### src/expiring_event_time_table_macros.svh
// assertion macros for the expiring event time table
`ifndef EXPIRING_EVENT_TIME_TABLE_MACROS_SVH
`define EXPIRING_EVENT_TIME_TABLE_MACROS_SVH

// same-cycle implication, sampled on the rising clock edge outside reset
`define EETT_ASSERT_NOW(label, ante, cons, msg) \
    label: assert property (@(posedge clk) disable iff (!rst_n) (ante) |-> (cons)) \
        else $error(msg);

// next-cycle implication
`define EETT_ASSERT_NEXT(label, ante, cons, msg) \
    label: assert property (@(posedge clk) disable iff (!rst_n) (ante) |=> (cons)) \
        else $error(msg);

`endif

### src/eett_pkg.sv
// shared types, constants and digit helpers for the expiring event time table
package eett_pkg;

    localparam int SLOT_COUNT_DEF = 16;
    localparam int TIME_W         = 32;
    localparam int SLOT_W         = 8;
    localparam int TONE_W         = 4;

    localparam logic [TONE_W-1:0] NO_TONE = 4'd10;

    localparam logic ACT_STORE = 1'b0;
    localparam logic ACT_CHECK = 1'b1;

    typedef enum logic [2:0] {
        ST_IDLE,
        ST_STORE,
        ST_SCAN,
        ST_DIG1,
        ST_DIG2
    } eett_state_t;

    // commands from the controller to the datapath
    typedef struct packed {
        logic load;         // capture the transaction fields, reset the scan
        logic write;        // store into the addressed slot
        logic issue;        // read the next slot during a scan
        logic take_hit;     // clear the matched slot, record its time
        logic digit;        // first step of the seconds digit
        logic finish_miss;  // present a result with no hit
        logic finish_hit;   // present a result with a hit
    } eett_cmd_t;

    // status from the datapath to the controller
    typedef struct packed {
        logic found;        // the slot read last cycle has expired
        logic scan_end;     // the slot read last cycle was the final one
    } eett_stat_t;

    // time mod 15: nibbles summed, since 16 is 1 mod 15
    function automatic logic [3:0] mod15_of(input logic [TIME_W-1:0] t);
        logic [6:0] sum;
        logic [4:0] fold;
        sum = 7'd0;
        for (int i = 0; i < TIME_W / 4; i++) begin
            sum = sum + {3'd0, t[4*i +: 4]};
        end
        fold = {2'd0, sum[6:4]} + {1'b0, sum[3:0]};
        if (fold >= 5'd15) begin
            fold = fold - 5'd15;
        end
        return fold[3:0];
    endfunction

    // rebuild time mod 60 from the residues mod 15 and mod 4, then its ones digit
    function automatic logic [TONE_W-1:0] seconds_digit(input logic [3:0] r15,
                                                        input logic [1:0] r4);
        logic [1:0] k;
        logic [5:0] x;
        logic [9:0] prod;
        logic [2:0] q;
        logic [5:0] rem;
        k    = r15[1:0] - r4;
        x    = {2'd0, r15} + 6'({4'd0, k} * 6'd15);
        prod = {4'd0, x} * 10'd13;   // x * 13 / 128 is x / 10 below 60
        q    = prod[9:7];
        rem  = x - 6'({3'd0, q} * 6'd10);
        return rem[TONE_W-1:0];
    endfunction

endpackage

### src/eett_ctrl.sv
// controller state machine for the expiring event time table
module eett_ctrl (
    input  logic                 clk,
    input  logic                 rst_n,
    input  logic                 start,
    input  logic                 action,
    input  eett_pkg::eett_stat_t stat,
    output eett_pkg::eett_cmd_t  cmd,
    output logic                 busy
);
    import eett_pkg::*;

    eett_state_t state_reg;
    eett_state_t state_next;

    always_ff @(posedge clk or negedge rst_n)
    begin
        if (!rst_n)
        begin
            state_reg <= ST_IDLE;
        end
        else
        begin
            state_reg <= state_next;
        end
    end

    always_comb
    begin
        state_next = state_reg;
        cmd        = '0;
        unique case (state_reg)
            ST_IDLE:
            begin
                if (start)
                begin
                    cmd.load   = 1'b1;
                    state_next = (action == ACT_STORE) ? ST_STORE : ST_SCAN;
                end
            end
            ST_STORE:
            begin
                cmd.write       = 1'b1;
                cmd.finish_miss = 1'b1;
                state_next      = ST_IDLE;
            end
            ST_SCAN:
            begin
                priority if (stat.found)
                begin
                    cmd.take_hit = 1'b1;
                    state_next   = ST_DIG1;
                end
                else if (stat.scan_end)
                begin
                    cmd.finish_miss = 1'b1;
                    state_next      = ST_IDLE;
                end
                else
                begin
                    cmd.issue = 1'b1;
                end
            end
            ST_DIG1:
            begin
                cmd.digit  = 1'b1;
                state_next = ST_DIG2;
            end
            ST_DIG2:
            begin
                cmd.finish_hit = 1'b1;
                state_next     = ST_IDLE;
            end
            default:
            begin
                state_next = ST_IDLE;
            end
        endcase
    end

    assign busy = (state_reg != ST_IDLE);

endmodule

### src/eett_dpath.sv
// slot memory, scan pipeline, seconds digit and result registers
module eett_dpath #(
    parameter int SLOT_COUNT = eett_pkg::SLOT_COUNT_DEF
) (
    input  logic                         clk,
    input  logic                         rst_n,
    input  eett_pkg::eett_cmd_t          cmd,
    output eett_pkg::eett_stat_t         stat,
    input  logic [eett_pkg::SLOT_W-1:0]  slot_index,
    input  logic [eett_pkg::TIME_W-1:0]  event_time,
    input  logic [eett_pkg::TIME_W-1:0]  current_time,
    output logic                         done,
    output logic                         hit,
    output logic [eett_pkg::TONE_W-1:0]  tone,
    output logic [eett_pkg::TIME_W-1:0]  last_event
);
    import eett_pkg::*;

    localparam int IDX_W = (SLOT_COUNT > 1) ? $clog2(SLOT_COUNT) : 1;
    localparam logic [IDX_W-1:0] LAST_IDX = IDX_W'(SLOT_COUNT - 1);

    logic [TIME_W-1:0]   mem [SLOT_COUNT];
    logic [SLOT_COUNT-1:0] valid_reg;

    logic [SLOT_W-1:0]   slot_reg;
    logic [TIME_W-1:0]   event_reg;
    logic [TIME_W-1:0]   now_reg;

    logic [IDX_W-1:0]    idx_reg;
    logic                pend_reg;
    logic [TIME_W-1:0]   rd_data_reg;
    logic                rd_valid_reg;
    logic [IDX_W-1:0]    rd_idx_reg;
    logic                rd_last_reg;

    logic [TIME_W-1:0]   found_reg;
    logic [3:0]          r15_reg;
    logic [1:0]          r4_reg;
    logic [TIME_W-1:0]   last_expired_reg;

    logic                done_reg;
    logic                hit_reg;
    logic [TONE_W-1:0]   tone_reg;

    logic                slot_in_range;
    logic                expired;

    assign slot_in_range = (slot_reg < SLOT_W'(SLOT_COUNT));
    assign expired       = rd_valid_reg && (rd_data_reg != '0) && (rd_data_reg < now_reg);

    assign stat.found    = pend_reg && expired;
    assign stat.scan_end = pend_reg && rd_last_reg;

    // transaction capture
    always_ff @(posedge clk)
    begin
        if (cmd.load)
        begin
            slot_reg  <= slot_index;
            event_reg <= event_time;
            now_reg   <= current_time;
        end
    end

    // slot memory, data path without reset
    always_ff @(posedge clk)
    begin
        if (cmd.write && slot_in_range)
        begin
            mem[slot_reg[IDX_W-1:0]] <= event_reg;
        end
        if (cmd.issue)
        begin
            rd_data_reg <= mem[idx_reg];
            rd_idx_reg  <= idx_reg;
        end
    end

    // per-slot valid bits, cleared at reset
    always_ff @(posedge clk or negedge rst_n)
    begin
        if (!rst_n)
        begin
            valid_reg <= '0;
        end
        else
        begin
            if (cmd.write && slot_in_range)
            begin
                valid_reg[slot_reg[IDX_W-1:0]] <= 1'b1;
            end
            if (cmd.take_hit)
            begin
                valid_reg[rd_idx_reg] <= 1'b0;
            end
        end
    end

    // scan pointer and read tag
    always_ff @(posedge clk or negedge rst_n)
    begin
        if (!rst_n)
        begin
            idx_reg      <= '0;
            pend_reg     <= 1'b0;
            rd_valid_reg <= 1'b0;
            rd_last_reg  <= 1'b0;
        end
        else if (cmd.load)
        begin
            idx_reg  <= '0;
            pend_reg <= 1'b0;
        end
        else if (cmd.issue)
        begin
            idx_reg      <= idx_reg + 1'b1;
            pend_reg     <= 1'b1;
            rd_valid_reg <= valid_reg[idx_reg];
            rd_last_reg  <= (idx_reg == LAST_IDX);
        end
    end

    // seconds digit from the expired time
    always_ff @(posedge clk)
    begin
        if (cmd.take_hit)
        begin
            found_reg <= rd_data_reg;
        end
        if (cmd.digit)
        begin
            r15_reg <= mod15_of(found_reg);
            r4_reg  <= found_reg[1:0];
        end
    end

    always_ff @(posedge clk or negedge rst_n)
    begin
        if (!rst_n)
        begin
            last_expired_reg <= '0;
        end
        else if (cmd.take_hit)
        begin
            last_expired_reg <= rd_data_reg;
        end
    end

    // result registers, strobe lasts one cycle
    always_ff @(posedge clk or negedge rst_n)
    begin
        if (!rst_n)
        begin
            done_reg <= 1'b0;
            hit_reg  <= 1'b0;
            tone_reg <= NO_TONE;
        end
        else
        begin
            done_reg <= cmd.finish_miss || cmd.finish_hit;
            if (cmd.finish_hit)
            begin
                hit_reg  <= 1'b1;
                tone_reg <= seconds_digit(r15_reg, r4_reg);
            end
            else if (cmd.finish_miss)
            begin
                hit_reg  <= 1'b0;
                tone_reg <= NO_TONE;
            end
        end
    end

    assign done       = done_reg;
    assign hit        = hit_reg && done_reg;
    assign tone       = tone_reg;
    assign last_event = last_expired_reg;

endmodule

### src/expiring_event_time_table.sv
// top level of the expiring event time table
// a store transaction passes through the STORE state, which writes the slot, and then the result register
// a check transaction scans one slot per cycle through the slot memory read port:
// a miss answers once the final slot has been read, a hit first clears its slot and builds the seconds digit
// one transaction at a time; busy is high from acceptance until the result strobe,
// the next transaction can be taken at the edge that ends the strobe
// reset clears all slots (valid bits), the last event and the controller at once
`include "expiring_event_time_table_macros.svh"

module expiring_event_time_table #(
    parameter int SLOT_COUNT = eett_pkg::SLOT_COUNT_DEF
) (
    input  logic                         clk,
    input  logic                         rst_n,
    // command side: a transaction is taken when start is high and busy is low
    input  logic                         start,
    output logic                         busy,
    input  logic                         action,
    input  logic [eett_pkg::SLOT_W-1:0]  slot_index,
    input  logic [eett_pkg::TIME_W-1:0]  event_time,
    input  logic [eett_pkg::TIME_W-1:0]  current_time,
    // result side: one result per transaction, valid for the single cycle done is high
    output logic                         done,
    output logic                         hit,
    output logic [eett_pkg::TONE_W-1:0]  tone,
    output logic [eett_pkg::TIME_W-1:0]  last_event
);
    import eett_pkg::*;

    eett_cmd_t  cmd;
    eett_stat_t stat;

    // controller: sequences store, scan, digit steps and the result strobe
    eett_ctrl u_ctrl (
        .clk    (clk),
        .rst_n  (rst_n),
        .start  (start),
        .action (action),
        .stat   (stat),
        .cmd    (cmd),
        .busy   (busy)
    );

    // datapath: slot memory with valid bits, scan read pipeline,
    // mod 60 ones digit built from residues mod 15 and mod 4
    eett_dpath #(
        .SLOT_COUNT (SLOT_COUNT)
    ) u_dpath (
        .clk          (clk),
        .rst_n        (rst_n),
        .cmd          (cmd),
        .stat         (stat),
        .slot_index   (slot_index),
        .event_time   (event_time),
        .current_time (current_time),
        .done         (done),
        .hit          (hit),
        .tone         (tone),
        .last_event   (last_event)
    );

    // a miss always carries the no-tone code
    `EETT_ASSERT_NOW(a_miss_tone, done && !hit, tone == NO_TONE, "miss result without no-tone code")
    // a hit carries a real digit and a nonzero expired time
    `EETT_ASSERT_NOW(a_hit_digit, hit, done && (tone < NO_TONE) && (last_event != '0), "bad hit result")
    // an accepted transaction holds the block busy next cycle
    `EETT_ASSERT_NEXT(a_accept_busy, start && !busy, busy, "accepted transaction did not raise busy")
    // the result strobe comes as the block goes idle
    `EETT_ASSERT_NOW(a_done_idle, done, !busy, "result strobe while still busy")

endmodule

### config.mk
export PLATFORM = sky130hd
export DESIGN_NAME = expiring_event_time_table
export DESIGN_NICKNAME = d
export VERILOG_FILES = /design/src/eett_pkg.sv /design/src/eett_ctrl.sv /design/src/eett_dpath.sv /design/src/expiring_event_time_table.sv
export VERILOG_INCLUDE_DIRS = /design/src /design/src/src
export SDC_FILE = /design/constraint.sdc
export NUM_CORES = 1
export LEC_CHECK = 0
export ABC_CLOCK_PERIOD_IN_PS = 6300
export BUFFER_PORTS_ARGS = -buffer_cell sky130_fd_sc_hd__buf_4
export CAP_MARGIN = 30
export CORE_MARGIN = 4
export CORE_UTILIZATION = 48
export CTS_CLUSTER_DIAMETER = 30
export DETAILED_ROUTE_END_ITERATION = 10
export PLACE_DENSITY = 0.75
export SLEW_MARGIN = 20
export SYNTH_ARGS = -nofsm -noshare
export SYNTH_HDL_FRONTEND = slang
export SYNTH_SLANG_ARGS = --single-unit
### constraint.sdc
create_clock -name clk -period 6.3 [get_ports clk]
set_input_delay 1.575 -clock clk [delete_from_list [all_inputs] [get_ports clk]]
set_output_delay 1.575 -clock clk [all_outputs]
set_load 0.01 [all_outputs]
# --- Yosys cells after proc, flatten, opt, wreduce, memory -nomap -nowiden ---
# Memories as Yosys holds them, arrays and structs flattened. A register that Yosys moved wholly into a read port is not among the register bits.
# Index checks and enable logic that the tools add are counted.
word_totals:
  reg_bits: 178
  ram_bits: 512
  output_inout_bits: 39
  n_memories: 1
memory_table:
  columns: ["memory", "words", "word_bits", "read_ports", "rd_ports_with_merged_regs", "wr", "line_no", "source"]
  rows:
  - ["u_dpath.mem", 16, 32, 1, 1, 1, "eett_dpath.sv:22", "logic [TIME_W-1:0] mem [SLOT_COUNT];"]
op_classes:
  addsub: 13
  mul: 3
  magnitude_cmp: 8
  n_eq_ne: 7
  mux: 36
  bitwise: 4
  reduce_logical: 16
op_table:
  columns: ["operator", "n"]
  rows:
  - ["$add 7x4->7", 6]
  - ["$lt 32x32->1", 1]
  - ["$mux 16", 2]
  - ["$reduce_bool 32->1", 1]
  - ["$mux 4", 5]
  - ["$mux 1", 19]
  - ["$and 16x16->16", 1]
  - ["$not 16->16", 1]
  - ["$or 16x16->16", 1]
  - ["$lt 4x5->1 const B", 3]
  - ["$mul 6x4->10 const B", 1]
  - ["$mux 3", 3]
  - ["$pmux 3 s3", 1]
  - ["$demux 1 s4", 2]
  - ["$ge 4x1->1 const B", 2]
  - ["$logic_and 1x1->1", 8]
  - ["$lt 8x5->1 const B", 1]
  - ["$add 4x6->6", 1]
  - ["$eq 3x2->1 const B", 2]
  - ["$mul 2x4->6 const B", 1]
  - ["$add 3x4->5", 1]
  - ["$add 4x4->5", 1]
  - ["$ge 5x4->1 const B", 1]
  - ["$add 4x1->4 const B", 1]
  - ["18 further kinds", 21]

# --- Longest topological paths before layout ---
# Gate-level depths: netlist of the first run.
logic_depth:
  depth_word: 10
  ltp_mapped: 25
  mapped_depth_nobuf: 25

# --- Modules after synthesis ---
# A second synthesis of the first run with hierarchy kept.
unflattened:
  hier_cells: 1371
  hier_area_um2: 28860.2
by_module_without_submodules:
  columns: ["module", "n_inst", "cells_each", "area_per_inst_um2", "seq_area_each_um2"]
  rows:
  - ["eett_dpath", 1, 1346, 28656.2, 21287.9]
  - ["eett_ctrl", 1, 25, 203.9, 75.1]

# --- Worst setup path after synthesis of the first run ---
# OpenSTA, ideal clock, no wires.
synth_path:
  path_kind: "register to register"
  start: "register u_dpath.found_reg[0]"
  end: "register u_dpath.r15_reg[1], data pin"
  setup_ps: 260
  t_arrival_ps: 5631
  t_required_ps: 6040
  slack_ps: 409
  stages_incl_launch_ff: 21
  n_path_buf: 0
  synth_period_minus_slack_ps: 5891
  path_cell_list: "edfxtp_1 ha_1 fa_1 xor2_1 fa_1 inv_1 fa_1 fa_1 fa_1 inv_1 ha_1 a21o_1 a21oi_1 xnor2_1 ha_1 fa_1 xor2_1 a22oi_1 a21oi_1 a21oi_1 mux2_2"
synth_via:
  elab_chain_cells: 10
synth_lines:
  columns: ["item", "line_no", "source"]
  rows:
  - ["start: declaration", "eett_dpath.sv:36", "logic [TIME_W-1:0] found_reg;"]
  - ["start signal: assignment", "eett_dpath.sv:128", "found_reg <= rd_data_reg;"]
  - ["$add 4x4->5 (*)", "eett_pkg.sv:45", "sum = sum + {3'd0, t[4*i +: 4]};"]
  - ["$add 7x4->7 (*) (6 in series)", "eett_pkg.sv:45", null]
  - ["$add 3x4->5 (*)", "eett_pkg.sv:47", "fold = {2'd0, sum[6:4]} + {1'b0, sum[3:0]};"]
  - ["$sub 4x4->4 / $ge 5x4->1 (equally long branches)", "eett_pkg.sv:49, eett_pkg.sv:48", null]
  - ["$mux 4 (*)", "eett_pkg.sv:48", "if (fold >= 5'd15) begin"]
  - ["end signal: assignment", "eett_dpath.sv:132", "r15_reg <= mod15_of(found_reg);"]
  - ["end: declaration", "eett_dpath.sv:37", "logic [3:0] r15_reg;"]
# Every way passes the cells marked *; elsewhere a longest branch is shown, timed or not.
# A chain may end at the register's enable or synchronous reset.

# --- Worst setup path after layout of the first run ---
# Same ends and word-level chain as after synthesis.

==> results.sh, run 1 <==
export IMPL_tightest_slew_ns=0.883
export IMPL_hold_class="reg -> reg"
export IMPL_max_freq_mhz=163
export IMPL_drive_above_1_share=0.333
export IMPL_worstSkewPairLatency_ns=0.66
export IMPL_synth_flop_cell="edfxtp_1"
export IMPL_syn_area_um2=28900
export IMPL_synth_xor_area_share=0.00576
export IMPL_skew_ns=0.0316
export IMPL_die_w_um=253
export IMPL_mostFrequentLayoutCells="edfxtp_1 (658), mux4_2 (165), buf_4 (144)"
export IMPL_dp_hpwl_um=35500
export IMPL_largest_register_ffs=512
export IMPL_ys_warnings_count=0
export IMPL_setup_worst_path_start_class="flop"
export IMPL_design_core_area_um2=59400
export IMPL_critPathRequiredTime_ns=6.71
export IMPL_synth_nets=1562
export IMPL_overflow=0
export IMPL_period_share=0.974
export IMPL_yosysSeqAreaShare=0.739
export IMPL_syn2layout_area_growth_pct=21.4
export IMPL_total_power_mw=17.5
export IMPL_track_usage=0.214
export IMPL_setup_viol=0
export IMPL_synth_compound_area_share=0.0178
export IMPL_tns_ns=0
export IMPL_cp_arrival_ns=6.55
export IMPL_clockBufferDepth=3
export IMPL_syn_avg_cell_area_um2=20.8
export IMPL_start_util=0.487
export IMPL_leakage_nw=12.5
export IMPL_rows=89
export IMPL_nets=1790
export IMPL_drv_cap=0
export IMPL_synthAdderAreaFrac=0.0499
export IMPL_synth_top_family_by_area="multiplexers"
export IMPL_place_congestion=0.800
export IMPL_ir_drop_mv=0.486
export IMPL_first_pass_iters=5
export IMPL_crit_type="reg -> reg"
export IMPL_layout_commonest_cell="edfxtp_1"
export IMPL_synth_cell_types=61
export IMPL_routedWlPerCell_um=27.1
export IMPL_synthArstFlopShare=0.0886
export IMPL_syn_inst=1387
export IMPL_io_buffers=114
export IMPL_drv_slew=0
export IMPL_grt_pass1_vias=15700
export IMPL_synth_seq_cells=722
export IMPL_die_y_um=253
export IMPL_grt_first_pass_wirelength_um=100000
export IMPL_ios=115
export IMPL_synth_edf_count=658
export IMPL_synth_area_mux_share=0.144
export IMPL_drt_initial_drc_count=1368
export IMPL_max_slew_margin=0.411
export IMPL_path_clk_slew_ns=0.05
export IMPL_endpoint_kind="flop"
export IMPL_num_antenna_cells=0
export IMPL_powerDensity_nw_per_um2=497
export IMPL_viasPerCell=5.83
export IMPL_hold_slack_ns=0.476
export IMPL_antenna_left=0
export IMPL_route_vias_total=14600
export IMPL_status="finished clean"
export IMPL_totalWireLength_um=67600
export IMPL_period_needed_ns=6.14
export IMPL_rsz0062_at_grt="false"
export IMPL_cts_buffers=121
export IMPL_hold_viol_final=0
export IMPL_cts_sinks=722
export IMPL_cts_tree="built"
export IMPL_drc=0
export IMPL_ctsHtreeMaxLevel=3
export IMPL_clockRootBuffer="clkbuf_16"
export IMPL_dieArea_um2=64200
export IMPL_reg2reg_slack_ns=0.16
export IMPL_crit_path_max_fanout=6
export IMPL_grt_start_max_net_pins=82
export IMPL_antenna_found_initial=2
export IMPL_synth_simple_area_share=0.0251
[metal layers]
layer / up-vias / part of all wire / track usage
li1: 6097 / - / -
met1: 7653 / 0.38 / 0.274
met2: 690 / 0.52 / 0.366
met3: 120 / 0.066 / 0.0378
met4: 0 / 0.032 / 0.0861
met5: - / 0 / 0
[power by group]
group	total (mW)	internal (mW)	switching (mW)	leakage (nW)
registers	6.41	5.86	0.545	6.83
logic	4.55	2.24	2.31	3.69
clock network	6.50	4.09	2.41	1.98
[synthesized netlist by cell type (3+ instances only)]
library cell    n  share of area
inv_1          89          0.012
nand2b_1        4        0.00087
dfrtp_1        62          0.054
mux2_2         15         0.0058
edfxtp_1      658           0.68
nor2b_1         8         0.0017
a211oi_1        3        0.00078
nand3_1         5        0.00087
clkbuf_1       20         0.0026
nor2_1         39         0.0051
buf_2          10         0.0017
nor3b_1         3        0.00078
nand2_1        17         0.0022
fa_1           27          0.019
and3b_1         4         0.0012
xor2_1          5         0.0015
a21o_1         10         0.0026
buf_1           9         0.0012
a21oi_1        39         0.0068
o21ai_0         7         0.0012
xnor2_1        14         0.0042
ha_1           72          0.031
mux2i_1         4         0.0014
mux4_2        165           0.13
nor4_1         10         0.0022
a31oi_1         5         0.0011
mux2_1         20         0.0078
nand4_1        11         0.0024
nor3_1         12         0.0021
[critical path: stages, from the launching register on]
cell      delay [ns]
edfxtp_1        0.40
ha_1            0.25
fa_2            0.36
xor2_1          0.18
fa_1            0.48
inv_1           0.06
fa_1            0.50
fa_1            0.51
fa_1            0.52
inv_1           0.08
ha_1            0.29
a21o_1          0.16
a21oi_2         0.18
xnor2_1         0.09
ha_1            0.25
fa_2            0.46
xor2_1          0.21
a22oi_1         0.25
a21oi_1         0.12
a21oi_2         0.17
mux2_2          0.36
[cell families (layout without fill, tap and decap cells)]
group	after synthesis	in the layout
flip-flops	722	722
multiplexers	204	204
buffers and inverters	132	468
AND/OR/NAND/NOR	129	129
adder cells (fa/ha/maj)	99	99
AO/OA/AOI/OAI	82	82
XOR/XNOR	19	19
[repair_timing]
action                     4_1_cts  5_1_grt
setup endpoints to repair        0        3
hold endpoints to repair         0        0
resized for setup                0        7
setup buffers                    0        4
hold buffers                     0        0
[cell type report]
class / instances / area, µm²
fillers: 4033 / 24300
flip-flops and latches: 722 / 21400
multi-input cells: 533 / 7140
clock buffers: 134 / 3120
repair buffers: 148 / 1150
clock inverters: 97 / 1020
well taps: 773 / 967
inverters: 89 / 335
[path summary, 6_finish.rpt]
check,start,end,cells after the start
max,u_dpath.found_reg[0],u_dpath.r15_reg[1],20
min,u_dpath.found_reg[0],u_dpath.r4_reg[0],0
max reg2reg,u_dpath.found_reg[0],u_dpath.r15_reg[1],20
min reg2reg,u_dpath.found_reg[0],u_dpath.r4_reg[0],0
max in group asynchronous,rst_n,u_dpath.idx_reg[1],1
min in group asynchronous,rst_n,u_dpath.last_event[11],1
[through the flow]
step | worst slack, ns | util | area, µm² | cells
global route | 0.00829 | 0.591 | 35100 | 2496
finish | 0.161 | 0.591 | 35100 | 2496
floorplan | 0.409 | - | 28900 | 1387
CTS | 0.0155 | 0.590 | 35000 | 2490
detailed placement | 0.0249 | 0.520 | 30900 | 2259
global placement | 0.188 | 0.520 | 30900 | 2258
Note: power is estimated with default switching activity, not from simulation.
==> inputs of run 2 (changes only) <==
--- a/config.mk
+++ b/config.mk
@@ -10,11 +10,11 @@
 export BUFFER_PORTS_ARGS = -buffer_cell sky130_fd_sc_hd__buf_4
 export CAP_MARGIN = 30
 export CORE_MARGIN = 4
-export CORE_UTILIZATION = 48
+export CORE_UTILIZATION = 50
 export CTS_CLUSTER_DIAMETER = 30
 export DETAILED_ROUTE_END_ITERATION = 10
-export PLACE_DENSITY = 0.75
-export SLEW_MARGIN = 20
+export PLACE_DENSITY = 0.77
+export SETUP_SLACK_MARGIN = 0.4
 export SYNTH_ARGS = -nofsm -noshare
 export SYNTH_HDL_FRONTEND = slang
 export SYNTH_SLANG_ARGS = --single-unit
==> results.sh, run 2 (same netlist as run 1, synthesis figures left out) <==
export IMPL_critPathRequiredTime_ns=6.71
export IMPL_leakage_nw=12.6
export IMPL_pre_cts_ws_ns=0.0114
export IMPL_grt_pass1_vias=15900
export IMPL_die_y_um=248
export IMPL_rsz0062_at_grt="true"
export IMPL_totalWireLength_um=67200
export IMPL_holdPathStages=1
export IMPL_ios=115
export IMPL_drc=0
export IMPL_crit_type="reg -> reg"
export IMPL_tightest_slew_ns=0.985
export IMPL_track_usage=0.218
export IMPL_r2r_cells=23
export IMPL_ctsHtreeMaxLevel=3
export IMPL_worstSkewPairLatency_ns=0.67
export IMPL_multi_input_area_um2=7260
export IMPL_antenna_found_initial=3
export IMPL_hold_class="reg -> reg"
export IMPL_design_core_area_um2=56800
export IMPL_mostFrequentLayoutCells="edfxtp_1 (658), mux4_2 (165), buf_4 (157)"
export IMPL_setup_worst_path_start_class="flop"
export IMPL_finalWorstSetupSlack_ns=0.310
export IMPL_ir_drop_mv=1.20
export IMPL_viasPerCell=5.88
export IMPL_drv_slew=0
export IMPL_cts_buffers=118
export IMPL_first_pass_iters=5
export IMPL_io_buffers=114
export IMPL_fin_cells=2485
export IMPL_antenna_left=0
export IMPL_skew_ns=0.0234
export IMPL_place_congestion=0.804
export IMPL_min_to="u_dpath.last_event[15]"
export IMPL_max_slew_margin=0.344
export IMPL_dieArea_um2=61700
export IMPL_rows=87
export IMPL_hold_start="u_dpath.last_event[15]"
export IMPL_tns_ns=0
export IMPL_hold_slack_ns=0.485
export IMPL_start_util=0.509
export IMPL_endpoint_kind="flop"
export IMPL_period_share=0.951
export IMPL_setup_viol=0
export IMPL_dp_hpwl_um=36600
export IMPL_layout_commonest_cell="edfxtp_1"
export IMPL_grt_first_pass_wirelength_um=101000
export IMPL_drv_cap=0
export IMPL_num_antenna_cells=0
export IMPL_powerDensity_nw_per_um2=505
export IMPL_largest_register_ffs=512
export IMPL_die_w_um=248
export IMPL_max_freq_mhz=167
export IMPL_hold_viol_final=0
export IMPL_r2r_end="u_dpath.r15_reg[2]"
export IMPL_nets=1800
export IMPL_crit_path_max_fanout=5
export IMPL_startpoint="u_dpath.found_reg[0]"
export IMPL_drt_initial_drc_count=1286
export IMPL_postLayoutCoreUtil=0.622
export IMPL_route_vias_total=14600
export IMPL_grt_start_max_net_pins=65
export IMPL_clockBufferDepth=3
export IMPL_path_clk_slew_ns=0.06
export IMPL_cp_arrival_ns=6.40
export IMPL_drive_above_1_share=0.347
export IMPL_rr_startpoint="u_dpath.found_reg[0]"
export IMPL_clockRootBuffer="clkbuf_16"
export IMPL_syn2layout_area_growth_pct=22.3
export IMPL_cts_tree="built"
export IMPL_routedWlPerCell_um=27.0
export IMPL_num_fill_cells=3706
export IMPL_overflow=0
export IMPL_seq_area_um2=21400
export IMPL_cts_sinks=722
export IMPL_reg2reg_slack_ns=0.31
export IMPL_dp_cells=2245
export IMPL_status="finished clean"
export IMPL_period_needed_ns=5.99
==> run 2: where the power goes <==
group	internal [mW]	leakage (nW)	total [mW]	switching (mW)
combinational	2.36	3.78	4.75	2.39
sequential	5.86	6.83	6.43	0.565
clock	4.29	2.02	6.66	2.37
total	12.5	12.6	17.8	5.33
==> run 2: worst max-delay path, cell delays in order, from the launching register on <==
cell and delay (ns):
edfxtp_1 0.43, ha_4 0.20, fa_2 0.42, xor2_2 0.17, fa_1 0.53, inv_2 0.05, fa_1 0.50, fa_1 0.57
fa_1 0.43, inv_2 0.10, ha_4 0.19, a21o_1 0.18, a21oi_2 0.20, o21bai_1 0.10, a21oi_1 0.16, xnor2_1 0.16
ha_2 0.36, xor2_2 0.20, a22oi_2 0.10, a21oi_2 0.19, a21oi_2 0.06, buf_4 0.18, nand2b_4 0.14, xnor2_2 0.12
==> run 2: per-stage QoR <==
stage | instance area, µm² | power [mW]
floorplan | 28900 | 9.61
global placement | 30900 | 10.7
detailed placement | 30900 | 10.9
CTS | 35200 | 17.8
global route | 35400 | 18.7
finish | 35400 | 17.8
==> run 2: final cells by class <==
| type | instances | area share |
|---|---|---|
| clock buffers | 129 | 0.0853 |
| multi-input cells | 533 | 0.205 |
| well taps | 756 | 0.0268 |
| repair buffers | 161 | 0.0360 |
| inverters | 89 | 0.00948 |
| clock inverters | 95 | 0.0328 |
| flip-flops and latches | 722 | 0.604 |
==> run 2: how the worst max path moves through the flow <==
stage / slack (ns) / end
after floorplan: 0.41 / u_dpath.r15_reg[1]
after global placement: 0.20 / u_dpath.r15_reg[1]
after detailed placement: 0.01 / u_dpath.r15_reg[1]
after CTS: 0.41 / u_dpath.r15_reg[1]
after global routing: 0.14 / u_dpath.r15_reg[2]
final: 0.31 / u_dpath.r15_reg[2]
==> run 2: what timing repair did <==
item	in CTS	in global routing
hold buffers	0	0
resized for setup	18	12
endpoints found under the hold margin	0	0
pin swaps	9	24
buffers inserted	9	5
endpoints found under the setup margin	3	5
==> run 2: per-layer routing <==
layer  vias to the layer above  GRT usage  part of all wire
met5                         -          0                 0
met4                         0     0.0838             0.032
met3                       132     0.0446             0.071
met2                       710      0.385              0.53
met1                      7653      0.267              0.36
li1                       6118          -                 -
==> inputs of run 3 (changes only) <==
--- a/config.mk
+++ b/config.mk
@@ -6,14 +6,15 @@
 export SDC_FILE = /design/constraint.sdc
 export NUM_CORES = 1
 export LEC_CHECK = 0
-export ABC_CLOCK_PERIOD_IN_PS = 6300
+export ABC_CLOCK_PERIOD_IN_PS = 6370
 export BUFFER_PORTS_ARGS = -buffer_cell sky130_fd_sc_hd__buf_4
 export CAP_MARGIN = 30
 export CORE_MARGIN = 4
 export CORE_UTILIZATION = 50
+export CTS_BUF_LIST = sky130_fd_sc_hd__clkbuf_8 sky130_fd_sc_hd__clkbuf_16
 export CTS_CLUSTER_DIAMETER = 30
 export DETAILED_ROUTE_END_ITERATION = 10
-export PLACE_DENSITY = 0.77
+export PLACE_DENSITY = 0.75
 export SETUP_SLACK_MARGIN = 0.4
 export SYNTH_ARGS = -nofsm -noshare
 export SYNTH_HDL_FRONTEND = slang
==> constraint.sdc (replaced) <==
create_clock -name clk -period 6.37 [get_ports clk]
set_input_delay 1.5925 -clock clk [delete_from_list [all_inputs] [get_ports clk]]
set_output_delay 1.5925 -clock clk [all_outputs]
set_load 0.01 [all_outputs]
==> results.sh, run 3 (same netlist as run 1, synthesis figures left out) <==
export IMPL_multi_input_area_um2=7260
export IMPL_routedWlPerCell_um=27.6
export IMPL_nets=1796
export IMPL_io_buffers=114
export IMPL_syn2layout_area_growth_pct=22.2
export IMPL_ios=115
export IMPL_crit_path_max_fanout=4
export IMPL_cp_arrival_ns=6.28
export IMPL_drt_initial_drc_count=1470
export IMPL_setup_worst_path_start_class="flop"
export IMPL_seq_area_um2=21400
export IMPL_critPathRequiredTime_ns=6.78
export IMPL_tns_ns=0
export IMPL_first_pass_iters=5
export IMPL_mostFrequentLayoutCells="edfxtp_1 (658), mux4_2 (165), buf_4 (153)"
export IMPL_viasPerCell=5.91
export IMPL_drc=0
export IMPL_intPower_mw=12.4
export IMPL_drv_slew=0
export IMPL_crit_type="reg -> reg"
export IMPL_drive_above_1_share=0.345
export IMPL_path_clk_slew_ns=0.05
export IMPL_antenna_found_initial=4
export IMPL_powerDensity_nw_per_um2=503
export IMPL_cts_tree="built"
export IMPL_pre_cts_ws_ns=0.0232
export IMPL_setup_viol=0
export IMPL_finalWorstSetupSlack_ns=0.493
export IMPL_rows=87
export IMPL_clkPwrFrac=0.370
export IMPL_grt_start_max_net_pins=65
export IMPL_max_slew_margin=0.326
export IMPL_status="finished clean"
export IMPL_total_power_mw=17.8
export IMPL_largest_register_ffs=512
export IMPL_power_share_switching=0.301
export IMPL_cts_buffers=119
export IMPL_worstSkewPairLatency_ns=0.66
export IMPL_die_y_um=248
export IMPL_dp_hpwl_um=36100
export IMPL_die_w_um=248
export IMPL_track_usage=0.222
export IMPL_tightest_slew_ns=1.01
export IMPL_dieArea_um2=61700
export IMPL_hold_class="reg -> reg"
export IMPL_start_util=0.509
export IMPL_max_freq_mhz=170
export IMPL_antenna_left=0
export IMPL_place_congestion=0.818
export IMPL_totalWireLength_um=68700
export IMPL_p_seq_frac=0.359
export IMPL_p_sw_mw=5.34
export IMPL_num_fill_cells=3762
export IMPL_clockRootBuffer="clkbuf_16"
export IMPL_grt_pass1_vias=16000
export IMPL_grt_first_pass_wirelength_um=103000
export IMPL_rsz0062_at_grt="true"
export IMPL_hold_viol_final=0
export IMPL_endpoint_kind="flop"
export IMPL_cts_hold_buf=0
export IMPL_layout_commonest_cell="edfxtp_1"
export IMPL_period_share=0.923
export IMPL_ir_drop_mv=1.00
export IMPL_skew_ns=0.0223
export IMPL_route_vias_total=14700
export IMPL_drv_cap=0
export IMPL_overflow=0
export IMPL_design_core_area_um2=56800
export IMPL_combPwrFrac=0.271
export IMPL_ctsHtreeMaxLevel=3
export IMPL_hold_slack_ns=0.490
export IMPL_postLayoutCoreUtil=0.622
export IMPL_period_needed_ns=5.88
export IMPL_leakage_nw=12.7
export IMPL_cts_sinks=722
export IMPL_clockBufferDepth=3
-- run 3: final cells by class --
class                           instances  area share
Clock buffer                          123      0.0865
Antenna cell                            1   0.0000709
Inverter                               89     0.00949
Multi-Input combinational cell        533       0.206
Tap cell                              756      0.0268
Clock inverter                        104      0.0321
Sequential cell                       722       0.605
Timing Repair Buffer                  156      0.0344
-- run 3: critical path: stages (launching register included) --
cell	delay [ns]
edfxtp_1	0.43
ha_4	0.20
fa_2	0.39
xor2_2	0.17
fa_1	0.48
inv_1	0.05
fa_1	0.53
fa_1	0.43
fa_1	0.52
inv_2	0.07
ha_4	0.23
a21o_1	0.18
a21oi_2	0.17
xnor2_1	0.11
ha_2	0.21
fa_2	0.44
xor2_2	0.20
a22oi_2	0.23
a21oi_2	0.09
a21oi_2	0.17
mux2_4	0.31
-- run 3: routing by layer --
| layer | part of all wire | track usage | vias up |
|---|---|---|---|
| met1 | 0.37 | 0.279 | 7742 |
| li1 | - | - | 6128 |
| met4 | 0.035 | 0.0883 | 2 |
| met2 | 0.53 | 0.389 | 657 |
| met3 | 0.065 | 0.0387 | 152 |
| met5 | 0.00028 | 0 | - |
-- run 3: metrics by stage --
stage / instances / cell area, µm²
detailed placement: 2244 / 30900
floorplan: 1387 / 28900
global route: 2483 / 35300
global placement: 2242 / 30800
finish: 2484 / 35300
CTS: 2477 / 35200
-- run 3: repair_timing --
action,4_1_cts,5_1_grt
pin swaps,5,20
setup endpoints to repair,3,5
resized for setup,12,19
endpoints found under the hold margin,0,0
setup buffers,6,6
-- run 3: power groups by stage --
| stage | Clock [mW] | Sequential (mW) | Combinational, mW |
|---|---|---|---|
| floorplan | 0 | 6.15 | 3.36 |
| global route | 6.91 | 6.41 | 5.29 |
| finish | 6.57 | 6.37 | 4.82 |
| global placement | 0 | 6.50 | 4.11 |
| detailed placement | 0 | 6.44 | 4.43 |
| CTS | 6.65 | 6.36 | 4.60 |
-- run 3: worst paths after layout --
kind	cells past startpoint	endpoint	slack [ns]	start
max	20	u_dpath.r15_reg[1]	0.49	u_dpath.found_reg[0]
min	1	u_dpath.hit_reg	0.49	u_dpath.rd_last_reg
max reg2reg	20	u_dpath.r15_reg[1]	0.49	u_dpath.found_reg[0]
min reg2reg	1	u_dpath.hit_reg	0.49	u_dpath.rd_last_reg
max in group asynchronous	1	u_dpath.idx_reg[0]	4.60	rst_n
min in group asynchronous	1	u_dpath.last_event[13]	1.05	rst_n
